[config.mk]
export PLATFORM = sky130hd
export DESIGN_NAME = isf_flip_eval
export DESIGN_NICKNAME = d
export VERILOG_FILES = /design/src/design/isf_pkg.sv /design/src/design/isf_flip_eval.sv
export SDC_FILE = /design/constraint.sdc
export NUM_CORES = 1
export LEC_CHECK = 0
export CORE_AREA = 2 2 150 152
export DETAILED_ROUTE_END_ITERATION = 8
export DIE_AREA = 0 0 152 154
export DONT_BUFFER_PORTS = 1
export GPL_TIMING_DRIVEN = 0
export PLACE_DENSITY_LB_ADDON = 0.3
export SLEW_MARGIN = 25
export SYNTH_ARGS = -nofsm -noshare
export SYNTH_HDL_FRONTEND = slang
export SYNTH_SLANG_ARGS = --single-unit
[constraint.sdc]
create_clock -name vclk -period 13.9
set_clock_uncertainty 0.2 [all_clocks]
set_input_delay 2.085 -clock vclk [all_inputs]
set_output_delay 2.085 -clock vclk [all_outputs]
set_load 0.02 [all_outputs]
[src/design/isf_pkg.sv]
// Shared constants, types and helpers of the Ising lattice spin-flip block.
package isf_pkg;

   localparam int SIDE     = 64;
   localparam int COORD_W  = $clog2(SIDE);
   localparam int FIELD_W  = 6;
   localparam int FRAC_W   = 32;
   localparam int ENERGY_W = 15;
   localparam int MAGNET_W = 14;

   localparam logic signed [ENERGY_W-1:0] ENERGY_INIT = ENERGY_W'(-2 * SIDE * SIDE);
   localparam logic signed [MAGNET_W-1:0] MAGNET_INIT = MAGNET_W'(SIDE * SIDE);

   typedef logic [SIDE-1:0]    row_type;
   typedef logic [COORD_W-1:0] coord_type;

   typedef enum logic {
      CSR_THRESH_FOUR  = 1'b0,
      CSR_THRESH_EIGHT = 1'b1
   } csr_index_type;

   typedef struct packed {
      logic                        flip;
      logic signed [ENERGY_W-1:0]  energy_delta;
      logic signed [MAGNET_W-1:0]  magnet_delta;
      row_type                     new_row;
   } eval_type;

   // The side is a power of two, so wrapping a coordinate keeps its low bits.
   function automatic coord_type coord_of(input logic [FIELD_W-1:0] value);
      return COORD_W'(value);
   endfunction

endpackage

[src/design/isf_flip_eval.sv]
// Metropolis decision for one site from its row and the rows above and below.
module isf_flip_eval (
   input  isf_pkg::row_type             up_row,
   input  isf_pkg::row_type             down_row,
   input  isf_pkg::row_type             mid_row,
   input  isf_pkg::coord_type           col,
   input  logic [isf_pkg::FRAC_W-1:0]   rand_frac,
   input  logic [isf_pkg::FRAC_W-1:0]   thresh_four,
   input  logic [isf_pkg::FRAC_W-1:0]   thresh_eight,
   output isf_pkg::eval_type            result
);
   import isf_pkg::*;

   coord_type  left_col;
   coord_type  right_col;
   logic       spin;
   logic [2:0] up_count;
   logic [2:0] aligned;
   logic       accept;
   logic signed [ENERGY_W-1:0] delta;

   always_comb begin
      left_col  = col - 1'b1;
      right_col = col + 1'b1;
      spin      = mid_row[col];
      up_count  = 3'(up_row[col]) + 3'(down_row[col]) + 3'(mid_row[left_col])
                + 3'(mid_row[right_col]);
      aligned   = spin ? up_count : 3'd4 - up_count;
      case (aligned)
         3'd0:    delta = ENERGY_W'(-8);
         3'd1:    delta = ENERGY_W'(-4);
         3'd2:    delta = '0;
         3'd3:    delta = ENERGY_W'(4);
         default: delta = ENERGY_W'(8);
      endcase
      case (aligned)
         3'd3:    accept = rand_frac <= thresh_four;
         3'd4:    accept = rand_frac <= thresh_eight;
         default: accept = 1'b1;
      endcase
      result.flip         = accept;
      result.energy_delta = accept ? delta : '0;
      if (!accept) begin
         result.magnet_delta = '0;
      end else if (spin) begin
         result.magnet_delta = MAGNET_W'(-2);
      end else begin
         result.magnet_delta = MAGNET_W'(2);
      end
      result.new_row      = mid_row;
      result.new_row[col] = spin ^ accept;
   end

endmodule

==> flow_summary.toml <==
[status]
status = "finished, final reports clean"

[global_routing]
grt_pass1_vias = 5821
grt_usage_pct = 20.22
antenna_found_initial = 6
overflow = 0
grt_pass1_wl_um = 36890
grt_max_degree = 13

[critical_path]
worstPathArrival_ps = 9300
worstSetupEndpointType = "output pin"
crit_type = "input port to output pin"
startpoint_type = "input port"
critical_path_required_ps = 11610
crit_path_max_fanout = 10

[synthesis]
synth_top_area_share_pct = 19.63
yosys-top-cells-area = "mux4_2, mux2_2, ha_1, nand2_1, inv_1"
synthesis.area_sq_um = 5852
synth_seq_area_share_pct = 0
synth_cell_types = 59
synth_top_area_cell = "mux4_2"
yosys-top-cells-count = "nand2_1, mux2_2, inv_1, ha_1, mux4_2"
ys_warn_count = 0
syn_avg_cell_area_sq_um = 8.265
synth_cells = 708
synth.most_common_cell = "nand2_1"

[timing]
fin_crit_ps = 11590
max_slew_margin_pct = 42.73
worst_slack_ps = 2313
final-hold-violation-count = 0
max_freq_mhz = 86.30
rsz0062_at_grt = "no"
setup_tns_ps = 0
fin_crit_sh_pct = 83.36
finalSetupViolations = 0
report.final.slew_viol_count = 0
worst_pin_slew_ps = 856.1

[floorplanning]
rows = 54
core_region_area_sq_um = 21690
die_h_um = 154
initial_core_util_pct = 26.98
die_area_sq_um = 23410
io_pins = 388
die_w_um = 152

[clocking]
cts_resized = 0
post_cts.repair.setup_buffers = 0
cts_hold_buf = 0

[layout]
drive_gt1_share_pct = 25.77
syn_to_final_growth_pct = 6.650
n_sequential_cell = 0
seqCellArea_sq_um = 0
instances_no_fill = 997
num-clock-buffers = 0
post-route-util_pct = 28.78
nets = 1077
num-fill-cells = 2355

[drt]
routedWlPerCell_um = 25.83
drt_drc_violations_left = 0
drt_iter0_markers = 529
drtPass1Iterations = 5
drtAntennaViolNets = 0
viasPerCell = 5.970
vias = 5952
wirelength_um = 25750

[power]
vdd.ir_drop.worst_uv = 106.0
p_leak_nw = 2.490
power_density_nw_per_um2 = 77.13
p_total_w = 0.0004814

[placement]
dpl.cell_count = 990
portBuffers = 0
gp_congestion = 0.8677
post-place-ws_ps = 2337
hpwl_um = 22100

[run]
cap_violations = 0

[hold_path]
hp-class = "input port to output pin"
## cells by family after synthesis
| family | Yosys count | share of synthesized area [%] |
|---|---|---|
| compound gates | 150 | 17.85 |
| other cells | 1 | 0.06408 |
| mux | 148 | 38.85 |
| fa+ha+maj | 71 | 15.31 |
| buf+inv | 151 | 12.08 |
| xor+xnor | 7 | 1.048 |
| simple gates | 180 | 14.80 |
## placed cells by master (no fill, tap or decap), types with 4 or more instances in the layout
cell type and n:
nand2_1 93, mux2_2 84, inv_1 72, ha_1 70
mux4_2 51, clkbuf_1 33, a21oi_1 33, buf_4 30
o21ai_0 23, a22oi_1 22, nor2_1 19, nand3_1 15
a221oi_1 14, nand4_1 14, buf_2 10, mux2i_1 10
a22o_1 9, nor3_1 8, diode_2 7, a31oi_1 7
o211ai_1 7, and4_1 5, buf_1 4, xor2_1 4
nor3b_1 4, a222oi_1 4, nor4_1 4
## through the flow
stage	area, sq um	hold slack [ps]
4_1_cts	6223	4164
3_5_place_dp	6223	4164
6_report	6241	4163
5_1_grt	6241	4164
3_3_place_gp	6210	4164
2_1_floorplan	5859	4161
## routing by layer
layer,track usage [%],part of all wire (%)
met2,35.56,50
met5,0,0
met4,5.919,3.0
met1,25.52,40
met3,3.241,7.3
## layout make-up
| type | instances | area, sq um | share of cell area (%) |
|---|---|---|---|
| tap | 280 | 350.3 | 5.613 |
| buffer | 79 | 436.7 | 6.997 |
| antenna | 7 | 17.52 | 0.2807 |
| multi-input combinational | 559 | 5166 | 82.78 |
| inverter | 72 | 270.3 | 4.330 |
## power by group
group,internal (W),total (W),switching [W]
registers,0,0,0
clock network,0.0000000000675,0.0000000000675,0
logic,0.000183,0.000481,0.000299
## final timing paths
check	start	end	slack, ps	cells after the start
max	col[2]	result[22]	2310	23
min	mid_row[10]	result[10]	4160	1
## worst max-delay path: stages
cell	delay [ps]
buf_6	130
buf_2	280
buf_2	350
nor3b_1	640
clkbuf_1	700
a22oi_1	250
a31oi_1	250
nand2_1	80
o21a_1	120
o211ai_1	380
fa_1	490
ha_1	230
ha_1	280
inv_1	90
ha_1	150
clkbuf_1	310
o211ai_1	230
o221ai_1	320
o31ai_1	220
ha_1	350
buf_1	570
clkbuf_1	440
mux2_2	330
(Power assumes the default switching activity.)
