--- config.mk ---
export PLATFORM = sky130hd
export DESIGN_NAME = isf_row_ram
export DESIGN_NICKNAME = d
export VERILOG_FILES = /design/src/design/isf_pkg.sv /design/src/design/isf_row_ram.sv
export SDC_FILE = /design/constraint.sdc
export NUM_CORES = 2
export LEC_CHECK = 0
export BUFFER_PORTS_ARGS = -buffer_cell sky130_fd_sc_hd__buf_2
export CAP_MARGIN = 20
export CORE_MARGIN = 10
export CORE_UTILIZATION = 55
export DETAILED_ROUTE_END_ITERATION = 8
export GPL_TIMING_DRIVEN = 0
export PLACE_DENSITY_LB_ADDON = 0.1
export SETUP_SLACK_MARGIN = 0.1
export SLEW_MARGIN = 20
export SYNTH_ARGS = -nofsm -noshare
export SYNTH_HDL_FRONTEND = slang
export SYNTH_SLANG_ARGS = --single-unit
export TNS_END_PERCENT = 100
--- constraint.sdc ---
create_clock -name clock -period 7.5 [get_ports clock]
set_input_delay 0.75 -clock clock [delete_from_list [all_inputs] [get_ports clock]]
set_output_delay 0.75 -clock clock [all_outputs]
set_load 0.1 [all_outputs]
--- src/design/isf_pkg.sv ---
// Shared constants, types and helpers of the Ising lattice spin-flip block.
package isf_pkg;

   localparam int SIDE     = 64;
   localparam int COORD_W  = $clog2(SIDE);
   localparam int FIELD_W  = 6;
   localparam int FRAC_W   = 32;
   localparam int ENERGY_W = 15;
   localparam int MAGNET_W = 14;

   localparam logic signed [ENERGY_W-1:0] ENERGY_INIT = ENERGY_W'(-2 * SIDE * SIDE);
   localparam logic signed [MAGNET_W-1:0] MAGNET_INIT = MAGNET_W'(SIDE * SIDE);

   typedef logic [SIDE-1:0]    row_type;
   typedef logic [COORD_W-1:0] coord_type;

   typedef enum logic {
      CSR_THRESH_FOUR  = 1'b0,
      CSR_THRESH_EIGHT = 1'b1
   } csr_index_type;

   typedef struct packed {
      logic                        flip;
      logic signed [ENERGY_W-1:0]  energy_delta;
      logic signed [MAGNET_W-1:0]  magnet_delta;
      row_type                     new_row;
   } eval_type;

   // The side is a power of two, so wrapping a coordinate keeps its low bits.
   function automatic coord_type coord_of(input logic [FIELD_W-1:0] value);
      return COORD_W'(value);
   endfunction

endpackage

--- src/design/isf_row_ram.sv ---
// Lattice store: one row of spins per word, one write and one registered read per cycle.
module isf_row_ram (
   input  logic              clock,
   input  logic              wr_en,
   input  isf_pkg::coord_type wr_addr,
   input  isf_pkg::row_type  wr_data,
   input  isf_pkg::coord_type rd_addr,
   output isf_pkg::row_type  rd_data
);
   import isf_pkg::*;

   row_type mem [SIDE];
   row_type rd_data_ff;

   always_ff @(posedge clock) begin
      if (wr_en) begin
         mem[wr_addr] <= wr_data;
      end
      rd_data_ff <= mem[rd_addr];
   end

   assign rd_data = rd_data_ff;

endmodule

==> metrics.txt <==
critical path data arrival time=between 5 and 6 ns; worst slack at placement=approximately 2.3 ns; Layout area overhead=16.3%; final period utilization=between 50% and 60%; Crit Path Category=input port to flip-flop; Clock Skew=between 0.05 and 0.06 ns; gp weighted congestion=just over 0.8; Fin. Hold Viols=0; Synth Register Bits=4160; die area=approximately 310000 sq um; initial DRC count=10.8k; first-pass GRT wire length=599 mm; leakage power=between 50 and 60 nW; Syn Area/Cell=23.7 sq um; Final ANT Viol Nets=0; area occupied by multi-input gates=roughly 30000 sq um; max-slew violation count=0; Hold Path Stages=1; non-filler cells in the finished layout=around 12k; CORE AREA=~280000 sq um; DP Area=approximately 170000 sq um; count of final setup violators=0; largest net degree at the start of global routing=65; cell area after synthesis=about 160000 sq um; Crit Path Max Fanout=11; maxcap violations=0; outcome=finished clean; RSZ-0062 raised after global routing=false; Synth top area share=~79%; routed via count=about 77k; Syn Inst Count=6598; Met1 Wirelength=approximately 170 mm; initial antenna violation count=42; register area share after synthesis=around four fifths; synth warn=0; final setup margin=between 3 and 4 ns; I/O pin cnt=142; H-tree levels=5; Total GRT Usage=roughly 28%; Filler cells=between 15k and 20k; pwr dens=between 200 and 300 nW/um^2; # rows=about 200; initial core utilization=55.3%; Synth area leader=edfxtp_1; # DRC=0; Worst-Skew Late Latency=0.97 ns; CTS tree=built; CTS Buffer Depth=4; top metal layer carrying routed signals=met5; vias per cell=6.66; Register Area=approximately 120000 sq um; routed wl met3=about 47 mm; worst path required time=between 8 and 9 ns; Max VDD drop=0.000278 V; Tightest Pin Transition=~1.3 ns; max_slew headroom=13.8%; Worst Hold Class=input port to flip-flop; total nets after synthesis=6676; post-cts sizing count=0; FF-to-FF End=rd_data[15]; routed len/inst=37.1 um; Die Ht=~550 um; Setup TNS Final=0 ns; Synth cell types=33; post-route minimum period=4.38 ns; CTS sink count=approximately 4.2k; Num CTS Buffers=410; Post-CTS Setup Bufs=0; DP Cell Count=roughly 11k; Synth area leaders=edfxtp_1, mux4_2, mux2i_1; Final Cell Area=182000 sq um; clock-pin transition on the worst setup and hold timing paths=approximately 0.060 ns; nets=between 7k and 8k; CTS Root Cell=clkbuf_16; origin of the worst min-delay path=wr_data[36]; Critical Path End Type=flip-flop; DR WL met2=199 mm; worst-case reg-to-reg path depth=5; vias in the first global route=~77k; DIE WIDTH=553 um; routed wire length=around 430 mm; Reg-to-Reg Start=mem[62][15]; first drt pass iteration count=8; hold endpoint=mem[27][36]; FF-to-FF setup slack=between 4 and 5 ns; Port-buffer cells=around 130; grt total ovfl=0; CTS Hold Buffers Added=0; element type at the critical path start=input port; highest clock rate=approximately 230 MHz; dpl hpwl=288 mm; fraction of layout cells with a size suffix above 1=30.5%
[cell type report]
| class | instances | share of cell area, % |
|---|---|---|
| Tap cell | 3743 | 2.58 |
| Clock buffer | 514 | 6.07 |
| Sequential cell | 4160 | 68.4 |
| Multi-Input combinational cell | 2049 | 17.0 |
| Antenna cell | 21 | 0.0289 |
| Inverter | 19 | 0.0392 |
| Buffer | 370 | 0.983 |
| Clock inverter | 241 | 1.47 |
| Timing Repair Buffer | 399 | 3.50 |
[layout by cell type (no fill, tap or decap), types with 17 or more instances in the layout]
master	instances
buf_12	167
buf_16	69
clkbuf_16	419
inv_1	19
buf_1	18
buf_6	17
buf_4	110
a211oi_1	63
nand2_1	58
mux2i_1	135
buf_2	244
a22oi_1	168
a22o_1	88
clkinv_1	74
nor2_4	62
bufinv_16	52
dfxtp_1	64
a2bb2oi_1	19
clkbuf_8	20
or2_2	28
clkinv_2	84
or3_1	29
o221ai_1	38
nor2b_1	28
diode_2	21
clkbuf_1	207
edfxtp_1	4096
and3_1	64
nor2_1	48
mux4_2	1024
o22ai_1	78
nand3_1	45
[synth_stat cells]
master / instances
a211oi_1: 63
a22o_1: 88
a22oi_1: 168
a2bb2oi_1: 19
a31o_1: 1
a31oi_1: 18
a41oi_1: 26
and2_1: 3
and3_1: 64
buf_1: 20
buf_2: 170
buf_4: 34
buf_6: 6
clkbuf_1: 140
dfxtp_1: 64
edfxtp_1: 4096
inv_1: 19
mux2i_1: 135
mux4_2: 1024
nand2_1: 58
nand2b_1: 11
nand3_1: 45
nand3b_1: 2
nand4_1: 2
nand4b_1: 1
nor2_1: 112
nor2b_1: 28
nor3_1: 2
o221ai_1: 38
o22ai_1: 83
or2_2: 28
or3_1: 29
or3b_2: 1
[where the power goes]
group | internal (W) | switching [W] | total [W]
logic | 0.000855 | 0.00207 | 0.00293
registers | 0.0257 | 0.0000476 | 0.0258
clock network | 0.0122 | 0.00871 | 0.0209
total | 0.0388 | 0.0108 | 0.0496
[how the worst max path moves through the flow]
stage               start          end  slack (ns)  cells after the start
6_report       rd_addr[2]   rd_data[6]        3.12                      9
5_1_grt        rd_addr[2]   rd_data[6]        3.18                      9
4_1_cts        rd_addr[2]   rd_data[6]        3.26                      9
3_5_place_dp   rd_addr[2]   rd_data[6]        2.25                      9
3_3_place_gp   wr_addr[3]  mem[48][25]       -5.36                      4
2_1_floorplan  wr_addr[3]   mem[48][0]        1.31                      4
[through the flow]
step	total power, W	util, %	hold slack (ns)
finish	0.0496	64.3	0.316
global route	0.0509	64.3	0.316
CTS	0.0498	64.3	0.257
detailed placement	0.0292	59.4	0.900
global placement	0.0291	57.2	0.904
floorplan	0.0279	-	0.788
[sequential cells by signal (all words and copies together) (netlist names)]
register and cells:
rd_data 64, mem 4096
[logic make-up after synthesis]
logic type             synth area share, %
buffers and inverters                 1.18
DFF                                   79.5
and+or+nand+nor                       1.24
muxes                                 15.6
AOI/OAI and AO/OA                     2.48
[layer usage]
| metal | vias to the layer above | global-route usage [%] |
|---|---|---|
| met5 | - | 0 |
| met4 | 18 | 8.79 |
| met3 | 687 | 6.36 |
| met2 | 4308 | 42.2 |
| met1 | 41500 | 40.2 |
| li1 | 30200 | - |
[worst max-delay path, stage by stage]
cell	delay [ns]
buf_2	0.31
buf_4	0.35
buf_2	0.53
buf_2	0.73
buf_4	0.39
mux2i_1	0.15
o22ai_1	0.63
a31oi_1	0.34
a211oi_1	0.87
(Power assumes the default switching activity.)
